<file path="src/sv/stable_priority_queue_assert.svh">
// Assertion macros for the stable priority queue.
// Expects signals clk and rst_n in the scope of use.
`ifndef STABLE_PRIORITY_QUEUE_ASSERT_SVH
`define STABLE_PRIORITY_QUEUE_ASSERT_SVH
`ifndef SYNTHESIS
`define SPQ_ASSERT_IMP(lbl, ante, cons) \
  lbl: assert property (@(posedge clk) disable iff (!rst_n) (ante) |-> (cons)) \
    else $error("spq check failed");
`define SPQ_ASSERT_NXT(lbl, ante, cons) \
  lbl: assert property (@(posedge clk) disable iff (!rst_n) (ante) |=> (cons)) \
    else $error("spq check failed");
`else
`define SPQ_ASSERT_IMP(lbl, ante, cons)
`define SPQ_ASSERT_NXT(lbl, ante, cons)
`endif
`endif

</file>
<file path="src/sv/spq_pkg.sv">
// Shared types and constants for the stable priority queue.
// No dependencies.
`timescale 1ns / 1ps
package spq_pkg;

  localparam int DEPTH_DEF = 16;
  localparam int KEY_W     = 8;
  localparam int PAY_W     = 16;
  localparam int OCC_W     = 5;

  typedef enum logic [1:0] {
    OP_PUSH = 2'd0,
    OP_PRIO = 2'd1,
    OP_POP  = 2'd2,
    OP_PEEK = 2'd3
  } op_t;

  typedef enum logic [1:0] {
    ST_DONE  = 2'd0,
    ST_EMPTY = 2'd1,
    ST_FULL  = 2'd2
  } status_t;

  typedef struct packed {
    logic             vld;
    logic [KEY_W-1:0] key;
    logic [PAY_W-1:0] payload;
  } entry_t;

  localparam entry_t ENTRY_NONE = '0;

  // Broadcast command to every cell for one transfer.
  typedef struct packed {
    logic             push;
    logic             prio;
    logic             pop;
    logic [KEY_W-1:0] key;
    logic [PAY_W-1:0] payload;
  } cmd_t;

endpackage

</file>
<file path="src/sv/spq_cell.sv">
// One slot of the queue: holds an entry, compares against the new key,
// shifts toward head or tail with its neighbors. Uses spq_pkg.
`timescale 1ns / 1ps
module spq_cell (
  input  logic           clk,
  input  logic           rst_n,
  input  spq_pkg::cmd_t  cmd,
  input  spq_pkg::entry_t below,    // neighbor nearer the tail
  input  spq_pkg::entry_t above,    // neighbor nearer the head
  input  logic           nolt_in,   // no smaller key in any cell above
  output logic           nolt_out,
  input  logic           mark_in,   // insert point at or below the cell below
  output logic           mark_out,
  output spq_pkg::entry_t ent
);

  spq_pkg::entry_t ent_r;
  spq_pkg::entry_t ent_nxt;
  logic            lt;
  logic            gt;
  logic            cand;

  assign lt       = ent_r.vld && (ent_r.key < cmd.key);
  assign gt       = ent_r.vld && (ent_r.key > cmd.key);
  // greater entry seen before the first smaller one, scanning from head
  assign cand     = cmd.prio && gt && nolt_in;
  assign nolt_out = nolt_in && !lt;
  assign mark_out = mark_in || cand || !ent_r.vld;

  always_comb begin
    ent_nxt = ent_r;
    if (cmd.pop) begin
      ent_nxt = above;
    end else if (cmd.push) begin
      if (mark_in) begin
        ent_nxt = below;
      end else if (mark_out) begin
        ent_nxt.vld     = 1'b1;
        ent_nxt.key     = cmd.key;
        ent_nxt.payload = cmd.payload;
      end
    end
  end

  always_ff @(posedge clk) begin
    if (!rst_n) begin
      ent_r.vld <= 1'b0;
    end else begin
      ent_r.vld <= ent_nxt.vld;
    end
    ent_r.key     <= ent_nxt.key;
    ent_r.payload <= ent_nxt.payload;
  end

  assign ent = ent_r;

endmodule

</file>
<file path="src/sv/stable_priority_queue.sv">
// Top level of the stable priority queue: a row of spq_cell slots plus the
// result register. Uses spq_pkg, spq_cell and stable_priority_queue_assert.svh.
`timescale 1ns / 1ps
`include "stable_priority_queue_assert.svh"

// Bounded priority queue of DEPTH key/payload entries built as a row of cells.
// Cell 0 holds the tail (the entry that pop and peek return); the head is the
// highest occupied cell. Every cell compares its key with the incoming key at
// once; a "no smaller key above" flag ripples from the head down and an
// insert-point mark ripples from the tail up, so one transfer is taken every clock
// cycle while in_stall is low; the output register shows its result next cycle.
// Plain push writes at the head. Priority push lands just tailward of the last
// strictly greater entry seen before the first smaller one (scanning from the
// head), so equal keys keep arrival order. Pop shifts every cell one step
// toward the tail. A push into a full queue is dropped with status full; pop or
// peek on an empty queue reports status empty. Key and payload out are zero
// except for a successful pop or peek. Occupancy is the count after the item,
// modulo 32. in_stall rises only while a result waits and out_stall is high.
module stable_priority_queue #(
  parameter int DEPTH = spq_pkg::DEPTH_DEF
) (
  input  logic                     clk,
  input  logic                     rst_n,
  input  logic                     in_valid,
  output logic                     in_stall,
  input  logic [1:0]               in_opcode,
  input  logic [spq_pkg::KEY_W-1:0] in_key,
  input  logic [spq_pkg::PAY_W-1:0] in_payload,
  output logic                     out_valid,
  input  logic                     out_stall,
  output logic [spq_pkg::KEY_W-1:0] out_key,
  output logic [spq_pkg::PAY_W-1:0] out_payload,
  output logic [1:0]               out_status,
  output logic [spq_pkg::OCC_W-1:0] out_occupancy
);

  localparam int CNT_W = $clog2(DEPTH + 1);

  spq_pkg::entry_t          ent   [DEPTH];
  logic [DEPTH:0]           nolt;
  logic [DEPTH:0]           mark;
  logic [DEPTH-1:0]         vld_vec;
  spq_pkg::cmd_t            cmd;
  spq_pkg::op_t             op;

  logic [CNT_W-1:0]         count_r;
  logic [CNT_W-1:0]         count_nxt;
  logic                     full;
  logic                     empty;
  logic                     in_acc;
  logic                     is_push;

  logic                     out_valid_r;
  logic                     out_valid_nxt;
  logic [spq_pkg::KEY_W-1:0] key_r;
  logic [spq_pkg::KEY_W-1:0] key_nxt;
  logic [spq_pkg::PAY_W-1:0] pay_r;
  logic [spq_pkg::PAY_W-1:0] pay_nxt;
  spq_pkg::status_t         status_r;
  spq_pkg::status_t         status_nxt;
  logic [spq_pkg::OCC_W-1:0] occ_r;

  // Output register frees the input side whenever it is empty or drains.
  assign in_stall = out_valid_r && out_stall;
  assign in_acc   = in_valid && !in_stall;
  assign op       = spq_pkg::op_t'(in_opcode);
  assign is_push  = (op == spq_pkg::OP_PUSH) || (op == spq_pkg::OP_PRIO);
  assign full     = (count_r == CNT_W'(DEPTH));
  assign empty    = (count_r == '0);

  always_comb begin
    cmd.push    = in_acc && is_push && !full;
    cmd.prio    = (op == spq_pkg::OP_PRIO);
    cmd.pop     = in_acc && (op == spq_pkg::OP_POP) && !empty;
    cmd.key     = in_key;
    cmd.payload = in_payload;
  end

  // ripple chains across the row
  assign nolt[DEPTH] = 1'b1;
  assign mark[0]     = 1'b0;

  for (genvar j = 0; j < DEPTH; j++) begin : g_cell
    spq_pkg::entry_t below_ent;
    spq_pkg::entry_t above_ent;
    if (j == 0) begin : g_lo
      assign below_ent = spq_pkg::ENTRY_NONE;
    end else begin : g_mid_lo
      assign below_ent = ent[j-1];
    end
    if (j == DEPTH - 1) begin : g_hi
      assign above_ent = spq_pkg::ENTRY_NONE;
    end else begin : g_mid_hi
      assign above_ent = ent[j+1];
    end

    spq_cell u_cell (
      .clk      (clk),
      .rst_n    (rst_n),
      .cmd      (cmd),
      .below    (below_ent),
      .above    (above_ent),
      .nolt_in  (nolt[j+1]),
      .nolt_out (nolt[j]),
      .mark_in  (mark[j]),
      .mark_out (mark[j+1]),
      .ent      (ent[j])
    );

    assign vld_vec[j] = ent[j].vld;
  end

  always_comb begin
    count_nxt  = count_r;
    key_nxt    = '0;
    pay_nxt    = '0;
    status_nxt = spq_pkg::ST_DONE;
    unique case (op)
      spq_pkg::OP_PUSH, spq_pkg::OP_PRIO: begin
        if (full) begin
          status_nxt = spq_pkg::ST_FULL;
        end else begin
          count_nxt = count_r + CNT_W'(1);
        end
      end
      spq_pkg::OP_POP, spq_pkg::OP_PEEK: begin
        if (empty) begin
          status_nxt = spq_pkg::ST_EMPTY;
        end else begin
          key_nxt = ent[0].key;
          pay_nxt = ent[0].payload;
          if (op == spq_pkg::OP_POP) begin
            count_nxt = count_r - CNT_W'(1);
          end
        end
      end
      default: begin
        status_nxt = spq_pkg::ST_DONE;
      end
    endcase
  end

  assign out_valid_nxt = in_acc || (out_valid_r && out_stall);

  always_ff @(posedge clk) begin
    if (!rst_n) begin
      count_r     <= '0;
      out_valid_r <= 1'b0;
    end else begin
      out_valid_r <= out_valid_nxt;
      if (in_acc) begin
        count_r <= count_nxt;
      end
    end
    if (in_acc) begin
      key_r    <= key_nxt;
      pay_r    <= pay_nxt;
      status_r <= status_nxt;
      occ_r    <= spq_pkg::OCC_W'(count_nxt);
    end
  end

  assign out_valid     = out_valid_r;
  assign out_key       = key_r;
  assign out_payload   = pay_r;
  assign out_status    = status_r;
  assign out_occupancy = occ_r;

  // count tracks occupied cells, occupied cells pack from the tail
  `SPQ_ASSERT_IMP(a_count_match, 1'b1, $countones(vld_vec) == int'(count_r))
  `SPQ_ASSERT_IMP(a_packed, 1'b1, (vld_vec & (vld_vec + DEPTH'(1))) == '0)
  `SPQ_ASSERT_NXT(a_full_drop, in_acc && is_push && full, out_status == spq_pkg::ST_FULL)
  `SPQ_ASSERT_NXT(a_pop_dec, cmd.pop, count_r == $past(count_r) - CNT_W'(1))

endmodule
</file>
<file path="config.mk">
export PLATFORM = sky130hd
export DESIGN_NAME = stable_priority_queue
export DESIGN_NICKNAME = d
export VERILOG_FILES = /design/src/sv/spq_pkg.sv /design/src/sv/spq_cell.sv /design/src/sv/stable_priority_queue.sv
export VERILOG_INCLUDE_DIRS = /design/src /design/src/sv
export SDC_FILE = /design/constraint.sdc
export NUM_CORES = 1
export LEC_CHECK = 0
export BUFFER_PORTS_ARGS = -buffer_cell sky130_fd_sc_hd__buf_2
export CORE_UTILIZATION = 55
export CTS_CLUSTER_DIAMETER = 200
export DETAILED_ROUTE_END_ITERATION = 16
export PLACE_DENSITY = 0.76
export SLEW_MARGIN = 20
export SYNTH_ARGS = -nofsm -noshare
export SYNTH_HDL_FRONTEND = slang
export SYNTH_SLANG_ARGS = --single-unit
</file>
<file path="constraint.sdc">
create_clock -name clk -period 7.1 [get_ports clk]
set_input_delay 1.42 -clock clk [delete_from_list [all_inputs] [get_ports clk]]
set_output_delay 1.42 -clock clk [all_outputs]
set_load 0.1 [all_outputs]
</file>
# After elaboration in Yosys (flattened, before gate mapping)
# Index checks and enable logic that the tools add are counted.
# classes
n_addsub,2
n_lt_le_gt_ge,31
eq_ne,4
n_mux,68
bitwise,2
n_reduce_logical,188
# ops
operator,count
25-bit two-way mux,61
8-bit > comparator,16
8-bit less-than comparator,15
1-bit logical AND,82
3-bit nonzero test,14
1-bit logical NOT,34
1-bit logical OR,33
2-bit AND reduction,16
5-bit two-way mux,3
5-bit case mux with 2 select lines,1
2-bit OR reduction,4
2-bit nonzero test,3
5-bit by 1-bit adder with 5-bit output (second input constant),1
5-bit equality test (second input constant),1
5-bit logical NOT,1
5-bit by 1-bit subtractor with 5-bit output (second input constant),1
2-bit equality test (second input constant),2
2-bit case mux with 2 select lines,1
2-bit by 1-bit equality test with 1-bit output (second input constant),1
2-bit logical NOT,1
2-bit two-way mux,1
1-bit inverter,2
1-bit two-way mux,1
# word_totals
register_bits,437
out_inout_bits,33
word_cells,349

# Depth between registers and ports, before layout
# Gate-level depths: netlist of the first run.
# logic_depth
ltp_word,51
ltp_mapped,16

# Cells and area by module
# From an unflattened synthesis of the first run, not the netlist that was laid out.
# hier_totals
hier_cells,2443
hier_area_um2,25687.1
# by_module_without_submodules
mod,n_inst,cells_per_inst,area_per_inst_um2,seq_area_each_um2
spq_cell,16,144,1500.2,740.7
stable_priority_queue,1,139,1684.1,1051.0

# Worst setup path before layout of the first run
# No wires, ideal clock.
# synth_path
kind,input port to flip-flop
from,in in_key[3] (netlist bit)
to,"reg g_cell[12].u_cell.ent_r, in the netlist g_cell[12].u_cell.ent[0] (enable)"
setup_time_ps,438
t_arrival_ps,5660
t_required_ps,6662
path_slack_ps,1002
path_stages,14
n_path_buf,3
cell_sequence,inv_1 > ha_1 > and3_1 > a221o_1 > a211oi_2 > a31o_2 > a221o_2 > nor3b_2 > and2_1 > buf_6 > nor3_1 > buf_2 > buf_2 > o21ai_0
# synth_between
elab_chain_len,45
elab_cells_between_ends,138
# synth_rtl
item,line_no,text
start: declaration,stable_priority_queue.sv:27,"input logic [spq_pkg::KEY_W-1:0] in_key,"
8-bit less-than comparator,spq_cell.sv:23,assign lt = ent_r.vld && (ent_r.key < cmd.key);
1-bit logical AND,spq_cell.sv:23,
1-bit logical NOT,spq_cell.sv:27,assign nolt_out = nolt_in && !lt;
1-bit logical AND (14 in a row),spq_cell.sv:27,
1-bit logical AND,spq_cell.sv:26,assign cand = cmd.prio && gt && nolt_in;
1-bit logical OR (25 in a row),spq_cell.sv:28,assign mark_out = mark_in || cand || !ent_r.vld;
3-bit nonzero test (no line) *,-,
2-bit AND reduction (no line) *,-,
end: declaration,spq_cell.sv:17,spq_pkg::entry_t ent_r;
# Mark *: on every way between the ends. The rest lies on a longest branch, timed or not.
# A chain may end at the register's enable or synchronous reset.

==> impl_metrics.tcl, run 1 <==
set metrics [dict create \
    drtAntennaViolNets 0 \
    pwr-share-clk_pct 38.0 \
    hold_path_class "reg -> reg" \
    finalWirelength_um 61630 \
    rsz0062_at_grt "false" \
    endpoint_kind "flop" \
    grt_max_degree 294 \
    crit_path_max_fanout 18 \
    gp_congestion 0.8986 \
    io_buffers 62 \
    routedWlPerCell_um 20.66 \
    final-max-slew-violation-count 0 \
    avgSynthCellArea_um2 10.43 \
    synthCells 2366 \
    skew_ps 18.78 \
    ys_seq_area_share_pct 51.33 \
    track_usage_pct 27.35 \
    rr_worst_depth 12 \
    drive_gt1_share_pct 9.285 \
    swShare_pct 27.06 \
    fmax_mhz 181.2 \
    fp.dieH_um 213.8 \
    synth_warnings 0 \
    cts_htree_levels 2 \
    r2r_slack_ps 2800 \
    die_area_um2 45700 \
    ys_ff_latch 437 \
    grt_pass1_wl_um 98840 \
    seqPwrFrac_pct 48.9 \
    drc 0 \
    required_ps 7390 \
    die_x_um 213.8 \
    r2r-start "g_cell[8].u_cell.ent[17]" \
    cts_buffer_depth 3 \
    synth_enable_flop_cells 391 \
    reg2reg_to "g_cell[10].u_cell.ent[10]" \
    cts_root_buf "clkbuf_16" \
    worst_pin_slew_ps 1252 \
    ys_async_sr_fraction_pct 0 \
    tritoncts.num_buffers 47 \
    via_per_inst 6.216 \
    rows 77 \
    setup_violations 0 \
    num_antenna_cells 0 \
    netlist.area_leader.share_pct 47.60 \
    drtPass1Iterations 5 \
    cts_sinks 437 \
    p_int_mw 4.734 \
    crit_start "in_key[1]" \
    p_switching_mw 1.757 \
    grt_overflow 0 \
    dpl_worst_slack_ps 1165 \
    io_pins 63 \
    num_vias 18542 \
    antenna_found_initial 0 \
    grt_pass1_vias 18945 \
    max_slew_margin_pct 16.53 \
    ys_types 70 \
    endpoint "g_cell[10].u_cell.ent[10]" \
    critPathLaunchType "input pin" \
    clock_latency_ps 610 \
    p_comb_share_pct 13.0 \
    nNetsFinal 2512 \
    dpl.hpwl_um 43170 \
    post-route-min-period_ps 5518 \
    syn_to_final_growth_pct 9.440 \
    hold_viol 0 \
    synth_nets 2526 \
    worstPathArrival_ps 5810 \
    syn_area_um2 24670 \
    fin_tns_setup_ps 0 \
    n_fill_cell 3551 \
    drv_cap 0 \
    clk_pin_slew_worst_paths_ps 60 \
    ctsHoldBuffers 0 \
    ys.flop_type "edfxtp_1" \
    vdd_drop_max_mv 0.1892 \
    p_leak_nw 9.468 \
    fin_crit_sh_pct 77.73 \
    start_util_pct 55.78 \
    drt_iter0_markers 1544 \
    cts_post_setup_buffers_inserted 0 \
    cts_tree "yes" \
    cts_resized 0 \
    yosysTopAreaCell "edfxtp_1" \
    setup_ws_ps 1582 \
    power_mw 6.491 \
    power_density_nw_per_um2 240.5 \
    worstSetupPathType "in -> reg" \
    status "completed" \
    synthTopCellsByArea "edfxtp_1 48%, mux2i_1 11%, ha_1 6.6%, nand2_1 6.5%, o21ai_0 5.1%" \
    coreArea_um2 44220 \
]
-- cell usage after synthesis (4+ instances only) --
| library cell | instances |
|---|---|
| nor3b_1 | 4 |
| o21a_1 | 4 |
| buf_6 | 4 |
| nand2b_1 | 6 |
| dfxtp_1 | 46 |
| o221ai_1 | 9 |
| clkbuf_1 | 133 |
| nand4_1 | 31 |
| a21o_1 | 7 |
| inv_1 | 38 |
| or3_1 | 26 |
| nand2_1 | 425 |
| nor2b_1 | 12 |
| o22ai_1 | 5 |
| nor3_1 | 6 |
| buf_2 | 26 |
| ha_1 | 130 |
| and3_1 | 8 |
| mux2i_1 | 261 |
| o211a_1 | 8 |
| and2_1 | 28 |
| a21boi_0 | 6 |
| o211ai_1 | 77 |
| edfxtp_1 | 391 |
| nand3_1 | 92 |
| o21ai_0 | 252 |
| nor2_1 | 122 |
| o2111a_1 | 24 |
| a211oi_1 | 10 |
| buf_1 | 7 |
| a21oi_1 | 110 |
| buf_4 | 6 |
-- how the worst min path moves through the flow --
stage                                          from  depth (start not counted)  slack, ps                         to
after detailed placement  g_cell[15].u_cell.ent[24]                          2        500  g_cell[15].u_cell.ent[24]
after CTS                 g_cell[15].u_cell.ent[24]                          2        520  g_cell[15].u_cell.ent[24]
final                                    count_r[1]                          2        520                 count_r[1]
after global placement                   count_r[1]                          2        490                 count_r[1]
after floorplan           g_cell[15].u_cell.ent[24]                          2        450  g_cell[15].u_cell.ent[24]
after global routing      g_cell[15].u_cell.ent[24]                          2        540  g_cell[15].u_cell.ent[24]
-- cell usage in the layout, fill, tap and decap left out, types with 4 or more instances in the layout --
cell	instances
nand3_1	91
nor2_1	120
clkinv_2	7
ha_1	130
o22ai_1	5
o2111a_1	24
o211a_1	8
buf_4	49
nand2b_1	6
buf_2	62
dfxtp_1	46
nor3_1	5
o21a_1	4
o21ai_2	9
a21o_1	7
clkbuf_16	47
o221ai_1	9
a211oi_1	10
and3_1	8
o211ai_1	77
or3_1	26
inv_1	38
clkbuf_1	11
nand4_1	31
o21ai_0	243
edfxtp_1	391
bufinv_16	4
clkinv_1	10
nand2_1	424
a21boi_0	6
and2_1	28
nor2b_1	12
mux2i_1	261
a21oi_1	108
-- kinds of logic after synthesis --
logic type | after synthesis | share of synthesized area, %
buffers and inverters | 214 | 3.601
AOI/OAI and AO/OA | 541 | 13.54
muxes | 261 | 10.59
xor gates and xnor gates | 2 | 0.07103
DFF | 437 | 51.33
adders and majority gates | 130 | 6.594
and+or+nand+nor | 781 | 14.26
-- power by group through the flow --
stage	Clock [mW]	Sequential (mW)	Combinational, mW
finish	2.47	3.18	0.846
global route	2.61	3.20	0.932
CTS	2.51	3.18	0.843
detailed placement	0	3.23	0.839
global placement	0	3.22	0.800
floorplan	0	3.28	0.521
-- area by class of cell --
type	instances	area, um2	area share, %
sequential	437	12660	46.91
multi-input combinational	1715	11200	41.51
clock buffer	61	1259	4.663
tap	592	740.7	2.744
timing repair buffer	113	718.2	2.660
clock inverter	27	267.8	0.9919
inverter	38	142.6	0.5284
-- metal layers --
layer / global-route usage [%] / vias to the layer above / wire length, um / part of all wire (%)
met4: 8.916 / 0 / 1678 / 2.7
met2: 47.73 / 554 / 30770 / 50
met5: 0 / - / 0 / 0
li1: - / 8738 / - / -
met1: 34.74 / 9130 / 25790 / 42
met3: 4.203 / 120 / 3386 / 5.5
-- worst max-delay path: stages --
cell      delay, ps
buf_2           100
inv_1           640
ha_1            380
nor2b_1         150
o211ai_1        180
a21oi_1         120
a211oi_1        570
a221o_2         330
nor3b_2          90
and2_1          350
nor3b_2         680
buf_4           390
mux2i_1         270
o21ai_0         110
-- stage by stage --
stage	std cells	util [%]	hold WS [ps]	cell area [um2]
2_1_floorplan	2366	-	451.0	24670
3_3_place_gp	2895	57.59	494.1	25470
3_5_place_dp	2895	57.59	503.1	25470
4_1_cts	2983	61.04	516.1	26990
5_1_grt	2983	61.04	538.7	26990
6_report	2983	61.04	518.0	26990
-- flip-flops by register name (all words and copies together) (netlist names) --
| name | cells |
|---|---|
| out_valid | 1 |
| out_payload | 16 |
| count_r | 5 |
| out_occupancy | 5 |
| out_key | 8 |
| g_cell.u_cell.ent | 400 |
| out_status | 2 |
No activity file was read; power rests on OpenSTA's default activity.
==> run 2, diff against run 1 <==
- clock period: 7.1 -> 5.15 ns (I/O delays scaled with it)
==> impl_metrics.tcl, run 2 (same netlist as run 1, synthesis figures left out) <==
set metrics [dict create \
    slowest_delay_ps 640 \
    fp.dieH_um 213.8 \
    num_antenna_cells 0 \
    cts_root_buf "clkbuf_16" \
    crit_path_max_fanout 32 \
    required_ps 5630 \
    num_vias 18605 \
    crit_family "simple AND/OR/NAND/NOR gates" \
    start_util_pct 55.78 \
    drt_iter0_markers 1421 \
    power_density_nw_per_um2 326.2 \
    track_usage_pct 27.29 \
    cts_htree_levels 2 \
    largest_reg_flops 400 \
    via_per_inst 6.177 \
    io_pins 63 \
    crit_slowest_cell "or4b_4" \
    r2r_slack_ps 1220 \
    cp_cell_sequence "buf_2 -> inv_1 -> buf_4 -> ha_1 -> and4b_1 -> a211oi_1 -> o211a_1 -> nor2_1 -> and3_1 -> a31oi_4 -> nand4_4 -> or4b_4 -> buf_12 -> or3_1 -> o2111a_1" \
    antenna_found_initial 0 \
    syn_to_final_growth_pct 11.01 \
    worstSetupPathType "in -> reg" \
    cts_post_setup_buffers_inserted 0 \
    seq_area_um2 12660 \
    multi_input_area_um2 11200 \
    cts_tree "yes" \
    crit_start "in_key[3]" \
    cts_sinks 437 \
    rr_worst_depth 12 \
    drc 0 \
    drv_cap 0 \
    endpoint "g_cell[15].u_cell.ent[13]" \
    grt_pass1_vias 19211 \
    hold_path_class "reg -> reg" \
    dp_cells 2925 \
    grt_overflow 0 \
    routedWlPerCell_um 20.44 \
    p_leak_nw 9.666 \
    worstHoldStart "count_r[1]" \
    status "completed" \
    drtPass1Iterations 5 \
    gp_congestion 0.9127 \
    max_slew_margin_pct 45.00 \
    setup_violations 0 \
    coreArea_um2 44220 \
    post-route-min-period_ps 4441 \
    fin_crit_sh_pct 86.24 \
    final_cell_mix "424 x nand2_1, 391 x edfxtp_1, 261 x mux2i_1, 243 x o21ai_0, 130 x ha_1" \
    nNetsFinal 2542 \
    reg2reg_to "g_cell[15].u_cell.ent[13]" \
    fin_tns_setup_ps 0 \
    final-max-slew-violation-count 0 \
    io_buffers 62 \
    grt_pass1_wl_um 98600 \
    drive_gt1_share_pct 10.33 \
    ctsHoldBuffers 0 \
    tritoncts.num_buffers 46 \
    vdd_drop_max_mv 0.2649 \
    cp_num_buf_inv 4 \
    drtAntennaViolNets 0 \
    dpl.hpwl_um 43610 \
    rsz0062_at_grt "false" \
    final_common_cell "nand2_1" \
    die_area_um2 45700 \
    rows 77 \
    hold_viol 0 \
    grt_max_degree 103 \
    critPathLaunchType "input pin" \
    finalWirelength_um 61570 \
    r2r-start "g_cell[14].u_cell.ent[17]" \
    die_x_um 213.8 \
    clk_pin_slew_worst_paths_ps 60 \
    final-instance-count-excl-fill 3012 \
    endpoint_kind "flop" \
    fin_util_pct 61.92 \
    cts_buffer_depth 3 \
    cp.depth 15 \
    worst_pin_slew_ps 823.0 \
    cts_resized 0 \
    worstPathArrival_ps 4920 \
    skew_ps 16.24 \
    n_fill_cell 3596 \
    clock_latency_ps 590 \
    fmax_mhz 225.2 \
]
run 2: how the worst min path moves through the flow:
stage	end	depth (start not counted)	slack, ps
2_1_floorplan	g_cell[15].u_cell.ent[24]	2	450
3_3_place_gp	g_cell[5].u_cell.ent[24]	1	500
3_5_place_dp	g_cell[5].u_cell.ent[24]	1	520
4_1_cts	count_r[1]	2	530
5_1_grt	count_r[1]	2	550
6_report	count_r[1]	2	520
run 2: cell type report:
class                           instances  area share, %
Multi-Input combinational cell       1715          40.92
Clock buffer                           61          4.597
Inverter                               38         0.5209
Clock inverter                         25         0.8545
Tap cell                              592          2.705
Sequential cell                       437          46.24
Timing Repair Buffer                  144          4.158
run 2: routing by layer:
layer / share of wire [%] / wire (um) / track usage (%) / vias up
li1: - / - / - / 8771
met1: 41 / 25400 / 34.52 / 9183
met2: 51 / 31360 / 48.14 / 518
met3: 5.1 / 3162 / 3.910 / 133
met4: 2.7 / 1641 / 8.621 / 0
met5: 0 / 0 / 0 / -
run 2: power by group:
| part | internal (mW) | switching, mW |
|---|---|---|
| Combinational | 0.408 | 0.782 |
| Sequential | 4.20 | 0.180 |
| Clock | 1.92 | 1.44 |
run 2: worst reg2reg max path, delay by kind of cell, from the launching register on:
family                     cells  cell delay, ps
adders and majority gates      1             340
buffers and inverters          1             230
and+or+nand+nor                6            2230
DFF                            1             500
AOI/OAI and AO/OA              4             530
run 2: through the flow:
| step | cell area (um2) | setup slack [ps] | total power, mW | hold slack, ps |
|---|---|---|---|---|
| finish | 27380 | 708.8 | 8.931 | 524.2 |
| global placement | 25870 | 238.2 | 5.568 | 497.1 |
| CTS | 27360 | 797.8 | 8.982 | 525.8 |
| global route | 27380 | 570.1 | 9.259 | 553.2 |
| detailed placement | 25870 | 194.5 | 5.635 | 515.5 |
| floorplan | 24670 | 94.45 | 5.238 | 451.0 |
